===== src/design/fcz_pkg.sv =====
`default_nettype none
// ----------------------------------------------------------------------------
// fcz_pkg
// Shared types and constants of the frame tint and zoom sequencer.
// ----------------------------------------------------------------------------
package fcz_pkg;

  localparam int unsigned FADE_DEFAULT = 30;
  localparam int unsigned ZOOM_DEFAULT = 256;

  // command codes carried in the func field
  localparam logic [1:0] FUNC_TICK  = 2'd0;
  localparam logic [1:0] FUNC_BLEND = 2'd1;
  localparam logic [1:0] FUNC_DIM   = 2'd2;
  localparam logic [1:0] FUNC_ZOOM  = 2'd3;

  localparam logic [7:0] DIM_LOW  = 8'd160;
  localparam logic [7:0] DIM_HIGH = 8'd255;
  localparam logic [7:0] DIM_STEP = 8'd4;

  localparam logic [1:0] CHAN_LAST = 2'd2;

  typedef struct packed {
    logic [1:0]         func;
    logic [7:0]         red;
    logic [7:0]         green;
    logic [7:0]         blue;
    logic [15:0]        hold_frames;
    logic               dim_flag;
    logic [15:0]        zoom_target;
    logic signed [15:0] zoom_speed;
  } fcz_req_t;

  typedef struct packed {
    logic [7:0]  out_red;
    logic [7:0]  out_green;
    logic [7:0]  out_blue;
    logic [15:0] zoom_now;
    logic        fading;
  } fcz_rsp_t;

  typedef enum logic [3:0] {
    OP_NONE,
    OP_APPLY,
    OP_PREP,
    OP_QMUL,
    OP_QFIX,
    OP_ASET,
    OP_MIX0,
    OP_MIX1,
    OP_SUM,
    OP_SCALE,
    OP_STORE,
    OP_LOAD
  } fcz_op_e;

  typedef struct packed {
    fcz_op_e    op;
    logic [1:0] chan;
  } fcz_cmd_t;

  typedef struct packed {
    logic is_tick;
    logic fl_zero;
    logic plain;
  } fcz_status_t;

endpackage
`default_nettype wire


===== src/design/fcz_if.sv =====
`default_nettype none
// ----------------------------------------------------------------------------
// fcz_if
// Valid/ready channels for command words and result words.
// ----------------------------------------------------------------------------
interface fcz_req_if;
  import fcz_pkg::*;
  logic     valid;
  logic     ready;
  fcz_req_t payload;
  modport source (output valid, output payload, input ready);
  modport sink (input valid, input payload, output ready);
endinterface

interface fcz_rsp_if;
  import fcz_pkg::*;
  logic     valid;
  logic     ready;
  fcz_rsp_t payload;
  modport source (output valid, output payload, input ready);
  modport sink (input valid, input payload, output ready);
endinterface
`default_nettype wire


===== src/design/frame_color_fade_and_zoom_top.sv =====
// A word is accepted only while the sequencer is idle: a non-tick word is applied
// and loaded, a tick steps an idle tint, the hold phase or a fade, and the load
// waits until the result register is free. The single shared multiplier forms
// three products per colour channel, two more for the fade fraction.
// Reset: asynchronous, active low; clears the sequencer to black tint, default
// zoom and full dimming level, with no clearing pass.
`default_nettype none
// ----------------------------------------------------------------------------
// frame_color_fade_and_zoom_top
// Per-frame tint crossfade, dimming and zoom stepping sequencer.
// ----------------------------------------------------------------------------
module frame_color_fade_and_zoom_top #(
  parameter int unsigned FADE         = fcz_pkg::FADE_DEFAULT,
  parameter int unsigned DEFAULT_ZOOM = fcz_pkg::ZOOM_DEFAULT
) (
  input  logic       clk_i,
  input  logic       rst_ni,
  fcz_req_if.sink    req_i,
  fcz_rsp_if.source  rsp_o
);
  import fcz_pkg::*;

  fcz_cmd_t    cmd;
  fcz_status_t status;

  fcz_ctrl u_ctrl (
    .clk_i       (clk_i),
    .rst_ni      (rst_ni),
    .req_valid_i (req_i.valid),
    .rsp_ready_i (rsp_o.ready),
    .status_i    (status),
    .req_ready_o (req_i.ready),
    .rsp_valid_o (rsp_o.valid),
    .cmd_o       (cmd)
  );

  fcz_dp #(
    .FADE         (FADE),
    .DEFAULT_ZOOM (DEFAULT_ZOOM)
  ) u_dp (
    .clk_i    (clk_i),
    .rst_ni   (rst_ni),
    .cmd_i    (cmd),
    .req_i    (req_i.payload),
    .status_o (status),
    .rsp_o    (rsp_o.payload)
  );

`ifndef SYNTHESIS
  a_load_sets_valid: assert property (@(posedge clk_i) disable iff (!rst_ni)
    cmd.op == OP_LOAD |=> rsp_o.valid)
    else $error("result word not presented after load");

  a_apply_on_accept: assert property (@(posedge clk_i) disable iff (!rst_ni)
    (req_i.valid && req_i.ready && req_i.payload.func != FUNC_TICK) |->
      cmd.op == OP_APPLY)
    else $error("accepted command word not applied");

  a_prep_after_accept: assert property (@(posedge clk_i) disable iff (!rst_ni)
    cmd.op == OP_PREP |-> $past(req_i.valid && req_i.ready))
    else $error("tick started without an accepted word");

  a_store_next: assert property (@(posedge clk_i) disable iff (!rst_ni)
    cmd.op == OP_STORE |=> (cmd.op == OP_MIX0 || cmd.op == OP_LOAD ||
                            cmd.op == OP_NONE))
    else $error("unexpected step after channel store");
`endif

endmodule
`default_nettype wire


===== src/design/fcz_ctrl.sv =====
`default_nettype none
// ----------------------------------------------------------------------------
// fcz_ctrl
// Sequencer: steps the shared multiplier through the fade fraction and the
// three colour channels, and owns the result word's valid flag.
// ----------------------------------------------------------------------------
module fcz_ctrl (
  input  logic                clk_i,
  input  logic                rst_ni,
  input  logic                req_valid_i,
  input  logic                rsp_ready_i,
  input  fcz_pkg::fcz_status_t status_i,
  output logic                req_ready_o,
  output logic                rsp_valid_o,
  output fcz_pkg::fcz_cmd_t   cmd_o
);
  import fcz_pkg::*;

  localparam logic [3:0] ST_IDLE  = 4'd0;
  localparam logic [3:0] ST_PREP  = 4'd1;
  localparam logic [3:0] ST_QMUL  = 4'd2;
  localparam logic [3:0] ST_QFIX  = 4'd3;
  localparam logic [3:0] ST_ASET  = 4'd4;
  localparam logic [3:0] ST_MIX0  = 4'd5;
  localparam logic [3:0] ST_MIX1  = 4'd6;
  localparam logic [3:0] ST_SUM   = 4'd7;
  localparam logic [3:0] ST_SCALE = 4'd8;
  localparam logic [3:0] ST_STORE = 4'd9;
  localparam logic [3:0] ST_DONE  = 4'd10;

  logic [3:0] state_q, state_d;
  logic [1:0] chan_q, chan_d;
  logic       out_valid_q, out_valid_d;

  always_comb begin
    state_d     = state_q;
    chan_d      = chan_q;
    out_valid_d = out_valid_q && !rsp_ready_i;
    cmd_o.op    = OP_NONE;
    cmd_o.chan  = chan_q;
    unique case (state_q)
      ST_IDLE: begin
        if (req_valid_i) begin
          if (status_i.is_tick) begin
            state_d = ST_PREP;
          end else begin
            cmd_o.op = OP_APPLY;
            state_d  = ST_DONE;
          end
        end
      end
      ST_PREP: begin
        cmd_o.op = OP_PREP;
        chan_d   = 2'd0;
        if (status_i.fl_zero) begin
          state_d = ST_DONE;
        end else if (status_i.plain) begin
          state_d = ST_MIX0;
        end else begin
          state_d = ST_QMUL;
        end
      end
      ST_QMUL: begin
        cmd_o.op = OP_QMUL;
        state_d  = ST_QFIX;
      end
      ST_QFIX: begin
        cmd_o.op = OP_QFIX;
        state_d  = ST_ASET;
      end
      ST_ASET: begin
        cmd_o.op = OP_ASET;
        state_d  = ST_MIX0;
      end
      ST_MIX0: begin
        cmd_o.op = OP_MIX0;
        state_d  = ST_MIX1;
      end
      ST_MIX1: begin
        cmd_o.op = OP_MIX1;
        state_d  = ST_SUM;
      end
      ST_SUM: begin
        cmd_o.op = OP_SUM;
        state_d  = ST_SCALE;
      end
      ST_SCALE: begin
        cmd_o.op = OP_SCALE;
        state_d  = ST_STORE;
      end
      ST_STORE: begin
        cmd_o.op = OP_STORE;
        if (chan_q == CHAN_LAST) begin
          state_d = ST_DONE;
        end else begin
          chan_d  = chan_q + 2'd1;
          state_d = ST_MIX0;
        end
      end
      ST_DONE: begin
        // hold until the result register is free or being emptied
        if (!out_valid_q || rsp_ready_i) begin
          cmd_o.op    = OP_LOAD;
          out_valid_d = 1'b1;
          state_d     = ST_IDLE;
        end
      end
      default: begin
        state_d = ST_IDLE;
      end
    endcase
  end

  always_ff @(posedge clk_i or negedge rst_ni) begin
    if (!rst_ni) begin
      state_q     <= ST_IDLE;
      chan_q      <= 2'd0;
      out_valid_q <= 1'b0;
    end else begin
      state_q     <= state_d;
      chan_q      <= chan_d;
      out_valid_q <= out_valid_d;
    end
  end

  assign req_ready_o = (state_q == ST_IDLE);
  assign rsp_valid_o = out_valid_q;

endmodule
`default_nettype wire


===== src/design/fcz_dp.sv =====
`default_nettype none
// ----------------------------------------------------------------------------
// fcz_dp
// Datapath: sequencer state, one shared 17x17 multiplier with a product
// register, divide-by-255 correction and the result register.
// ----------------------------------------------------------------------------
module fcz_dp #(
  parameter int unsigned FADE         = fcz_pkg::FADE_DEFAULT,
  parameter int unsigned DEFAULT_ZOOM = fcz_pkg::ZOOM_DEFAULT
) (
  input  logic                 clk_i,
  input  logic                 rst_ni,
  input  fcz_pkg::fcz_cmd_t    cmd_i,
  input  fcz_pkg::fcz_req_t    req_i,
  output fcz_pkg::fcz_status_t status_o,
  output fcz_pkg::fcz_rsp_t    rsp_o
);
  import fcz_pkg::*;

  localparam logic [16:0] FADE_W   = 17'(FADE);
  localparam logic [16:0] RECIP    = 17'(65536 / FADE);
  localparam logic [16:0] RUN_RST  = 17'(2 * FADE);
  localparam logic [15:0] ZOOM_RST = 16'(DEFAULT_ZOOM);

  function automatic logic [7:0] pick(input logic [23:0] rgb, input logic [1:0] ch);
    logic [7:0] v;
    case (ch)
      2'd1:    v = rgb[15:8];
      2'd2:    v = rgb[23:16];
      default: v = rgb[7:0];
    endcase
    return v;
  endfunction

  // x / 255 for x below 65536: estimate from x * 257 / 65536, then one fix-up
  function automatic logic [7:0] div255(input logic [15:0] x);
    logic [16:0] sum;
    logic [8:0]  est;
    logic [16:0] back;
    logic [16:0] rem;
    sum  = {1'b0, x} + {9'd0, x[15:8]};
    est  = sum[16:8];
    back = {est, 8'd0} - {8'd0, est};
    rem  = {1'b0, x} - back;
    if (rem >= 17'd255) begin
      est = est + 9'd1;
    end
    return est[7:0];
  endfunction

  // architectural state
  logic [23:0]        goal_q, from_q, tint_q;
  logic [16:0]        rl_q, fl_q;
  logic [7:0]         dim_q;
  logic               dim_on_q;
  logic [15:0]        zoom_cur_q, zoom_goal_q;
  logic signed [16:0] zoom_step_q;

  // working registers
  logic [15:0] n_q;
  logic [7:0]  a_q;
  logic        white_q;
  logic [33:0] prod_q;
  logic [15:0] acc_q;
  logic [7:0]  q255_q;
  fcz_rsp_t    out_q;

  logic               fl_zero, in_tail, in_head, plain;
  logic [16:0]        head_gap;
  logic [7:0]         n_base;
  logic [15:0]        n_d;
  logic [7:0]         dim_next;
  logic signed [17:0] zsum, zgoal_s, zsel;
  logic               snap;
  logic [15:0]        zoom_next;
  logic [15:0]        ztarget;
  logic [16:0]        speed_ext, speed_mag;
  logic signed [16:0] step_set;
  logic [16:0]        run_set;
  logic [7:0]         g_k, from_k, q_est;
  logic [16:0]        mul_a, mul_b;
  logic [33:0]        mult;
  logic [15:0]        rem_a;
  logic [15:0]        mix_sum;

  assign fl_zero  = (fl_q == 17'd0);
  assign in_tail  = !fl_zero && (fl_q < FADE_W);
  assign in_head  = (rl_q >= FADE_W) && (fl_q > (rl_q - FADE_W)) && (rl_q >= fl_q);
  assign plain    = !fl_zero && !in_tail && !in_head;
  assign head_gap = rl_q - fl_q;
  assign n_base   = in_tail ? fl_q[7:0] : head_gap[7:0];
  assign n_d      = {n_base, 8'd0} - {8'd0, n_base};

  always_comb begin
    if (dim_on_q) begin
      dim_next = (dim_q >= DIM_LOW + DIM_STEP) ? dim_q - DIM_STEP : DIM_LOW;
    end else begin
      dim_next = (dim_q <= DIM_HIGH - DIM_STEP) ? dim_q + DIM_STEP : DIM_HIGH;
    end
  end

  // zoom advance: wide sum, snap to goal on reaching it, clamp to 16 bits
  assign zsum    = $signed({2'b00, zoom_cur_q}) + $signed({zoom_step_q[16], zoom_step_q});
  assign zgoal_s = $signed({2'b00, zoom_goal_q});
  assign snap    = ((zoom_step_q < 0) && (zsum <= zgoal_s)) ||
                   ((zoom_step_q > 0) && (zsum >= zgoal_s));
  assign zsel    = snap ? zgoal_s : zsum;

  always_comb begin
    if (zsel < 0) begin
      zoom_next = 16'd0;
    end else if (zsel > $signed(18'd65535)) begin
      zoom_next = 16'hFFFF;
    end else begin
      zoom_next = zsel[15:0];
    end
  end

  assign ztarget   = (req_i.zoom_target == 16'd0) ? 16'd1 : req_i.zoom_target;
  assign speed_ext = {req_i.zoom_speed[15], req_i.zoom_speed};
  assign speed_mag = req_i.zoom_speed[15] ? (17'd0 - speed_ext) : speed_ext;
  assign step_set  = (ztarget < zoom_cur_q) ? $signed(17'd0 - speed_mag)
                                             : $signed(speed_mag);
  assign run_set   = {1'b0, req_i.hold_frames} + RUN_RST;

  assign g_k    = pick(goal_q, cmd_i.chan);
  assign from_k = white_q ? 8'hFF : pick(from_q, cmd_i.chan);
  assign q_est  = prod_q[23:16];

  always_comb begin
    case (cmd_i.op)
      OP_QMUL: begin
        mul_a = {1'b0, n_q};
        mul_b = RECIP;
      end
      OP_QFIX: begin
        mul_a = {9'd0, q_est};
        mul_b = FADE_W;
      end
      OP_MIX0: begin
        mul_a = {9'd0, g_k};
        mul_b = {9'd0, a_q};
      end
      OP_MIX1: begin
        mul_a = {9'd0, from_k};
        mul_b = {9'd0, 8'hFF - a_q};
      end
      OP_SCALE: begin
        mul_a = {9'd0, q255_q};
        mul_b = {9'd0, dim_q} + 17'd1;
      end
      default: begin
        mul_a = 17'd0;
        mul_b = 17'd0;
      end
    endcase
  end

  assign mult    = mul_a * mul_b;
  assign rem_a   = n_q - prod_q[15:0];
  assign mix_sum = acc_q + prod_q[15:0];

  always_ff @(posedge clk_i or negedge rst_ni) begin
    if (!rst_ni) begin
      goal_q      <= 24'd0;
      from_q      <= 24'd0;
      tint_q      <= 24'd0;
      rl_q        <= RUN_RST;
      fl_q        <= FADE_W;
      dim_q       <= DIM_HIGH;
      dim_on_q    <= 1'b0;
      zoom_cur_q  <= ZOOM_RST;
      zoom_goal_q <= ZOOM_RST;
      zoom_step_q <= '0;
    end else begin
      case (cmd_i.op)
        OP_APPLY: begin
          case (req_i.func)
            FUNC_BLEND: begin
              goal_q <= {req_i.blue, req_i.green, req_i.red};
              from_q <= tint_q;
              rl_q   <= run_set;
              fl_q   <= run_set;
            end
            FUNC_DIM: begin
              dim_on_q <= req_i.dim_flag;
            end
            FUNC_ZOOM: begin
              zoom_goal_q <= ztarget;
              zoom_step_q <= step_set;
            end
            default: ;
          endcase
        end
        OP_PREP: begin
          dim_q <= dim_next;
          if (fl_zero) begin
            tint_q <= {dim_next, dim_next, dim_next};
          end else begin
            fl_q <= fl_q - 17'd1;
          end
          if (zoom_step_q != 0) begin
            zoom_cur_q <= zoom_next;
            if (snap) begin
              zoom_step_q <= '0;
            end
          end
        end
        OP_STORE: begin
          case (cmd_i.chan)
            2'd1:    tint_q[15:8]  <= prod_q[15:8];
            2'd2:    tint_q[23:16] <= prod_q[15:8];
            default: tint_q[7:0]   <= prod_q[15:8];
          endcase
        end
        default: ;
      endcase
    end
  end

  always_ff @(posedge clk_i) begin
    prod_q <= mult;
    case (cmd_i.op)
      OP_PREP: begin
        n_q     <= n_d;
        white_q <= in_tail;
        a_q     <= 8'hFF;
      end
      OP_QFIX: a_q <= q_est;
      OP_ASET: begin
        if (rem_a >= FADE_W[15:0]) begin
          a_q <= a_q + 8'd1;
        end
      end
      OP_MIX1: acc_q  <= prod_q[15:0];
      OP_SUM:  q255_q <= div255(mix_sum);
      OP_LOAD: begin
        out_q.out_red   <= tint_q[7:0];
        out_q.out_green <= tint_q[15:8];
        out_q.out_blue  <= tint_q[23:16];
        out_q.zoom_now  <= zoom_cur_q;
        out_q.fading    <= !fl_zero;
      end
      default: ;
    endcase
  end

  assign status_o.is_tick = (req_i.func == FUNC_TICK);
  assign status_o.fl_zero = fl_zero;
  assign status_o.plain   = plain;
  assign rsp_o            = out_q;

endmodule
`default_nettype wire

===== src/flat_wrapper.sv =====
// flat-port wrapper written by rule: the top's interface ports become plain ports
module frame_color_fade_and_zoom_top_flat import fcz_pkg::*;
#(
  parameter int unsigned FADE         = fcz_pkg::FADE_DEFAULT,
  parameter int unsigned DEFAULT_ZOOM = fcz_pkg::ZOOM_DEFAULT
)
  (clk_i, rst_ni, req_i_valid, req_i_payload, req_i_ready, rsp_o_valid, rsp_o_payload, rsp_o_ready);
  fcz_req_if req_i_i ();
  fcz_rsp_if rsp_o_i ();
  input  logic clk_i;
  input  logic rst_ni;
  input wire logic [$bits(req_i_i.valid)-1:0] req_i_valid;
  input wire logic [$bits(req_i_i.payload)-1:0] req_i_payload;
  output wire logic [$bits(req_i_i.ready)-1:0] req_i_ready;
  output wire logic [$bits(rsp_o_i.valid)-1:0] rsp_o_valid;
  output wire logic [$bits(rsp_o_i.payload)-1:0] rsp_o_payload;
  input wire logic [$bits(rsp_o_i.ready)-1:0] rsp_o_ready;
  assign req_i_i.valid = req_i_valid;
  assign req_i_i.payload = req_i_payload;
  assign req_i_ready = req_i_i.ready;
  assign rsp_o_valid = rsp_o_i.valid;
  assign rsp_o_payload = rsp_o_i.payload;
  assign rsp_o_i.ready = rsp_o_ready;
  frame_color_fade_and_zoom_top #(.FADE(FADE), .DEFAULT_ZOOM(DEFAULT_ZOOM)) u_core (.clk_i(clk_i), .rst_ni(rst_ni), .req_i(req_i_i), .rsp_o(rsp_o_i));
endmodule

===== config.mk =====
export PLATFORM = sky130hd
export DESIGN_NAME = frame_color_fade_and_zoom_top_flat
export DESIGN_NICKNAME = d
export VERILOG_FILES = /design/src/design/fcz_pkg.sv /design/src/design/fcz_if.sv /design/src/design/frame_color_fade_and_zoom_top.sv /design/src/design/fcz_ctrl.sv /design/src/design/fcz_dp.sv /design/src/flat_wrapper.sv
export SDC_FILE = /design/constraint.sdc
export NUM_CORES = 1
export LEC_CHECK = 0
export ABC_AREA = 1
export BUFFER_PORTS_ARGS = -buffer_cell sky130_fd_sc_hd__buf_2
export CELL_PAD_IN_SITES_DETAIL_PLACEMENT = 0
export CELL_PAD_IN_SITES_GLOBAL_PLACEMENT = 2
export CORE_UTILIZATION = 29
export CTS_CLUSTER_DIAMETER = 40
export DETAILED_ROUTE_END_ITERATION = 6
export GPL_ROUTABILITY_DRIVEN = 0
export PLACE_DENSITY = 0.63
export SYNTH_ARGS = -nofsm -noshare
export SYNTH_HDL_FRONTEND = slang
export SYNTH_SLANG_ARGS = --single-unit

===== constraint.sdc =====
create_clock -name clk_i -period 7.2 [get_ports clk_i]
set_clock_uncertainty 0.05 [all_clocks]
set_input_delay 1.08 -clock clk_i [delete_from_list [all_inputs] [get_ports clk_i]]
set_output_delay 1.08 -clock clk_i [all_outputs]
set_load 0.01 [all_outputs]

==> reports/metrics.yaml <==
layout:
  fill_cells: 8699
  layout.nets: 3752
  synthToLayoutAreaGrowth_pct: 18.7
  layout_commonest_cell: "nand2_1"
  drive_gt1_frac: 0.0946
  mostFrequentLayoutCells: "nand2_1, inv_1, nor2_1"
  antennaDiodeCount: 0
worst_hold_path:
  hold_start: "u_core.u_dp.tint_q[23]$_DFFE_PN0P_"
  hold_depth: 0
  hp-class: "reg -> reg"
  hold_end: "u_core.u_dp.rsp_o[24]$_DFFE_PN_"
critical_path:
  cp_top_family: "adder cells"
  crit_top_cell: "nand2_1"
  crit_required_ps: 7590
  end_kind: "register"
  cpPeakStageDelay_ps: 530
  r2r_cells: 28
  critPathSlowestCell: "fa_1"
  crit_buf_inv: 4
  path_max_fanout: 17
  crit_path_start_kind: "register"
  timing.rr.end: "u_core.u_dp.prod_q[21]$_DFF_P_"
  r2r-start: "u_core.u_ctrl.chan_q[0]$_DFFE_PN0P_"
  arrival_ps: 7080
  path_class: "reg -> reg"
  reg2reg_setup_slack_ps: 520
synthesis:
  ys_seq_area_frac: 0.311
  ys.flop_type: "dfrtp_1"
  ys_types: 59
  synth_edf_count: 90
  ys_warn_count: 0
  netlist_instances: 3132
  ys_seq_elements: 285
  synth_area_um2: 24100
  async_flop_share: 0.600
  syn_avg_cell_area_um2: 7.69
global_routing:
  overflow: 0
  grtUsageTotal: 0.188
  grt_pass1_wl_um: 123000
  grt_pass1_vias: 21241
  antenna_found_initial: 2
  grt_max_degree: 69
sta:
  final.min_clock_period_ps: 6680
  period_share: 0.928
  tns_ps: 0
  hold_violations: 0
  tightestPinTransition_ps: 1200
  finalSetupViolCount: 0
  max_slew_margin: 0.197
  fmax_ghz: 0.150
  rsz0062_at_grt: "false"
  drv_slew: 0
clock_tree:
  tritoncts: "yes"
  cts-root-buf: "clkbuf_16"
  cts_buffers: 67
  htreeDepth: 3
  cts.clk_slew.worst_paths_ps: 50
  clock_path_buffers: 3
  cts_setup_buffers: 0
  clock_sinks: 285
  worst_skew_pair.late_latency_ps: 600
route:
  dr_total_vias: 20865
  wl_per_cell_um: 17.6
  via_per_inst: 4.68
  wl_um: 78500
  firstDrtPassIters: 5
  drtAntennaViolNets: 0
  drc: 0
  drt-initial-drc-count: 1203
floorplanning:
  coreArea_um2: 82100
  die_w_um: 290
  ios: 122
  initial_core_util: 0.293
  die_area_um2: 84200
  dieHeight_um: 290
  rows: 105
placed_design:
  io_buffers: 121
  dpl.hpwl_um: 63800
job:
  drv_cap: 0
outcome:
  status: "completed"
-- synth_stat cells (4+ instances only) --
cell type | number | area share
xnor2_1 | 30 | 0.011
clkinv_1 | 4 | 0.00062
o31ai_1 | 12 | 0.0037
o211ai_1 | 24 | 0.0075
or2_2 | 5 | 0.0013
dfrtp_1 | 153 | 0.16
o21ai_1 | 6 | 0.0012
fa_1 | 113 | 0.094
edfxtp_1 | 90 | 0.11
a21o_1 | 10 | 0.0031
a21boi_0 | 10 | 0.0031
a211oi_1 | 9 | 0.0028
ha_1 | 222 | 0.12
a21oi_1 | 140 | 0.029
o21ai_0 | 192 | 0.040
nand2_1 | 773 | 0.12
nand3_1 | 139 | 0.029
nor3_1 | 44 | 0.0091
a31oi_1 | 13 | 0.0034
inv_1 | 550 | 0.086
dfstp_2 | 18 | 0.020
nand4_1 | 44 | 0.011
nand3_2 | 4 | 0.0017
nand3b_1 | 4 | 0.0012
nor3_2 | 4 | 0.0017
xor2_1 | 113 | 0.041
a22o_1 | 8 | 0.0029
clkbuf_1 | 62 | 0.0097
dfxtp_1 | 24 | 0.020
nor2_1 | 242 | 0.038
nor4_1 | 17 | 0.0044
-- flip-flops by register name (all words and copies together), names as in the netlist --
register and flops:
u_core.u_dp.rl_q 17, u_core.u_dp.q255_q 8, u_core.u_dp.a_q 8, u_core.u_dp.zoom_goal_q 16, u_core.u_ctrl.state_q 4, u_core.u_dp.tint_q 24
u_core.u_dp.n_q 16, u_core.u_dp.fl_q 17, u_core.u_dp.from_q 24, u_core.u_dp.prod_q 24, u_core.u_ctrl.chan_q 2, u_core.u_dp.zoom_step_q 17
u_core.u_dp.white_q 1, u_core.u_dp.acc_q 16, u_core.u_ctrl.rsp_valid_o 1, u_core.u_dp.goal_q 24, u_core.u_dp.zoom_cur_q 16, u_core.u_dp.rsp_o 41
u_core.u_dp.dim_on_q 1, u_core.u_dp.dim_q 8
-- cell type report --
class                   instances  area, um^2  share of cell area
multi-input cells            2273       14500               0.506
flip-flops and latches        285        7480               0.262
inverters                     558        2100              0.0736
clock buffers                  82        1820              0.0635
well taps                    1070        1340              0.0469
repair buffers                153         852              0.0298
clock inverters                41         508              0.0178
-- per-stage QoR --
step | area, um^2 | instances | hold slack (ps) | util | setup WS, ps
5_1_grt | 28600 | 4462 | 415 | 0.348 | 27.0
6_report | 28600 | 4462 | 397 | 0.348 | 516
3_5_place_dp | 26200 | 4339 | 394 | 0.319 | 62.9
4_1_cts | 28600 | 4462 | 396 | 0.348 | 62.4
2_1_floorplan | 24300 | 3185 | 375 | - | 908
3_3_place_gp | 26200 | 4339 | 386 | 0.319 | 201
-- kinds of logic (layout without fill, tap and decap cells) --
logic type      Yosys count  after routing  share of synthesized area
compound gates          447            447                      0.105
simple gates           1293           1293                      0.224
other cells               2             55                   0.000312
fa+ha+maj               335            335                      0.209
flops                   285            285                      0.311
xor+xnor                143            143                     0.0520
buf+inv                 627            834                     0.0984
-- timing repair --
item	4_1_cts	5_1_grt
endpoints found under the setup margin	1	6
resized for setup	1	9
hold buffers	0	0
-- worst max path at each step --
stage / from / endpoint / slack [ps] / cells after the start
6_report: u_core.u_ctrl.chan_q[0]$_DFFE_PN0P_ / u_core.u_dp.prod_q[21]$_DFF_P_ / 520 / 28
5_1_grt: u_core.u_dp.prod_q[0]$_DFF_P_ / u_core.u_dp.q255_q[3]$_DFFE_PN_ / 30 / 37
4_1_cts: u_core.u_ctrl.chan_q[0]$_DFFE_PN0P_ / u_core.u_dp.prod_q[22]$_DFF_P_ / 60 / 25
3_5_place_dp: u_core.u_ctrl.chan_q[0]$_DFFE_PN0P_ / u_core.u_dp.prod_q[22]$_DFF_P_ / 60 / 26
3_3_place_gp: u_core.u_ctrl.chan_q[0]$_DFFE_PN0P_ / u_core.u_dp.prod_q[22]$_DFF_P_ / 200 / 26
2_1_floorplan: u_core.u_ctrl.state_q[1]$_DFFE_PN0P_ / u_core.u_dp.prod_q[22]$_DFF_P_ / 910 / 27
-- metal layers --
layer | part of all wire | vias to the layer above | global-route usage
met5 | 0.00011 | - | 0
met4 | 0.030 | 2 | 0.0611
met3 | 0.042 | 120 | 0.0296
met2 | 0.45 | 412 | 0.301
met1 | 0.48 | 9899 | 0.257
li1 | - | 10432 | -
Power is left out: the tool's default activity adds up to more than one toggle a clock period on the data nets, which glitch-free logic cannot reach.
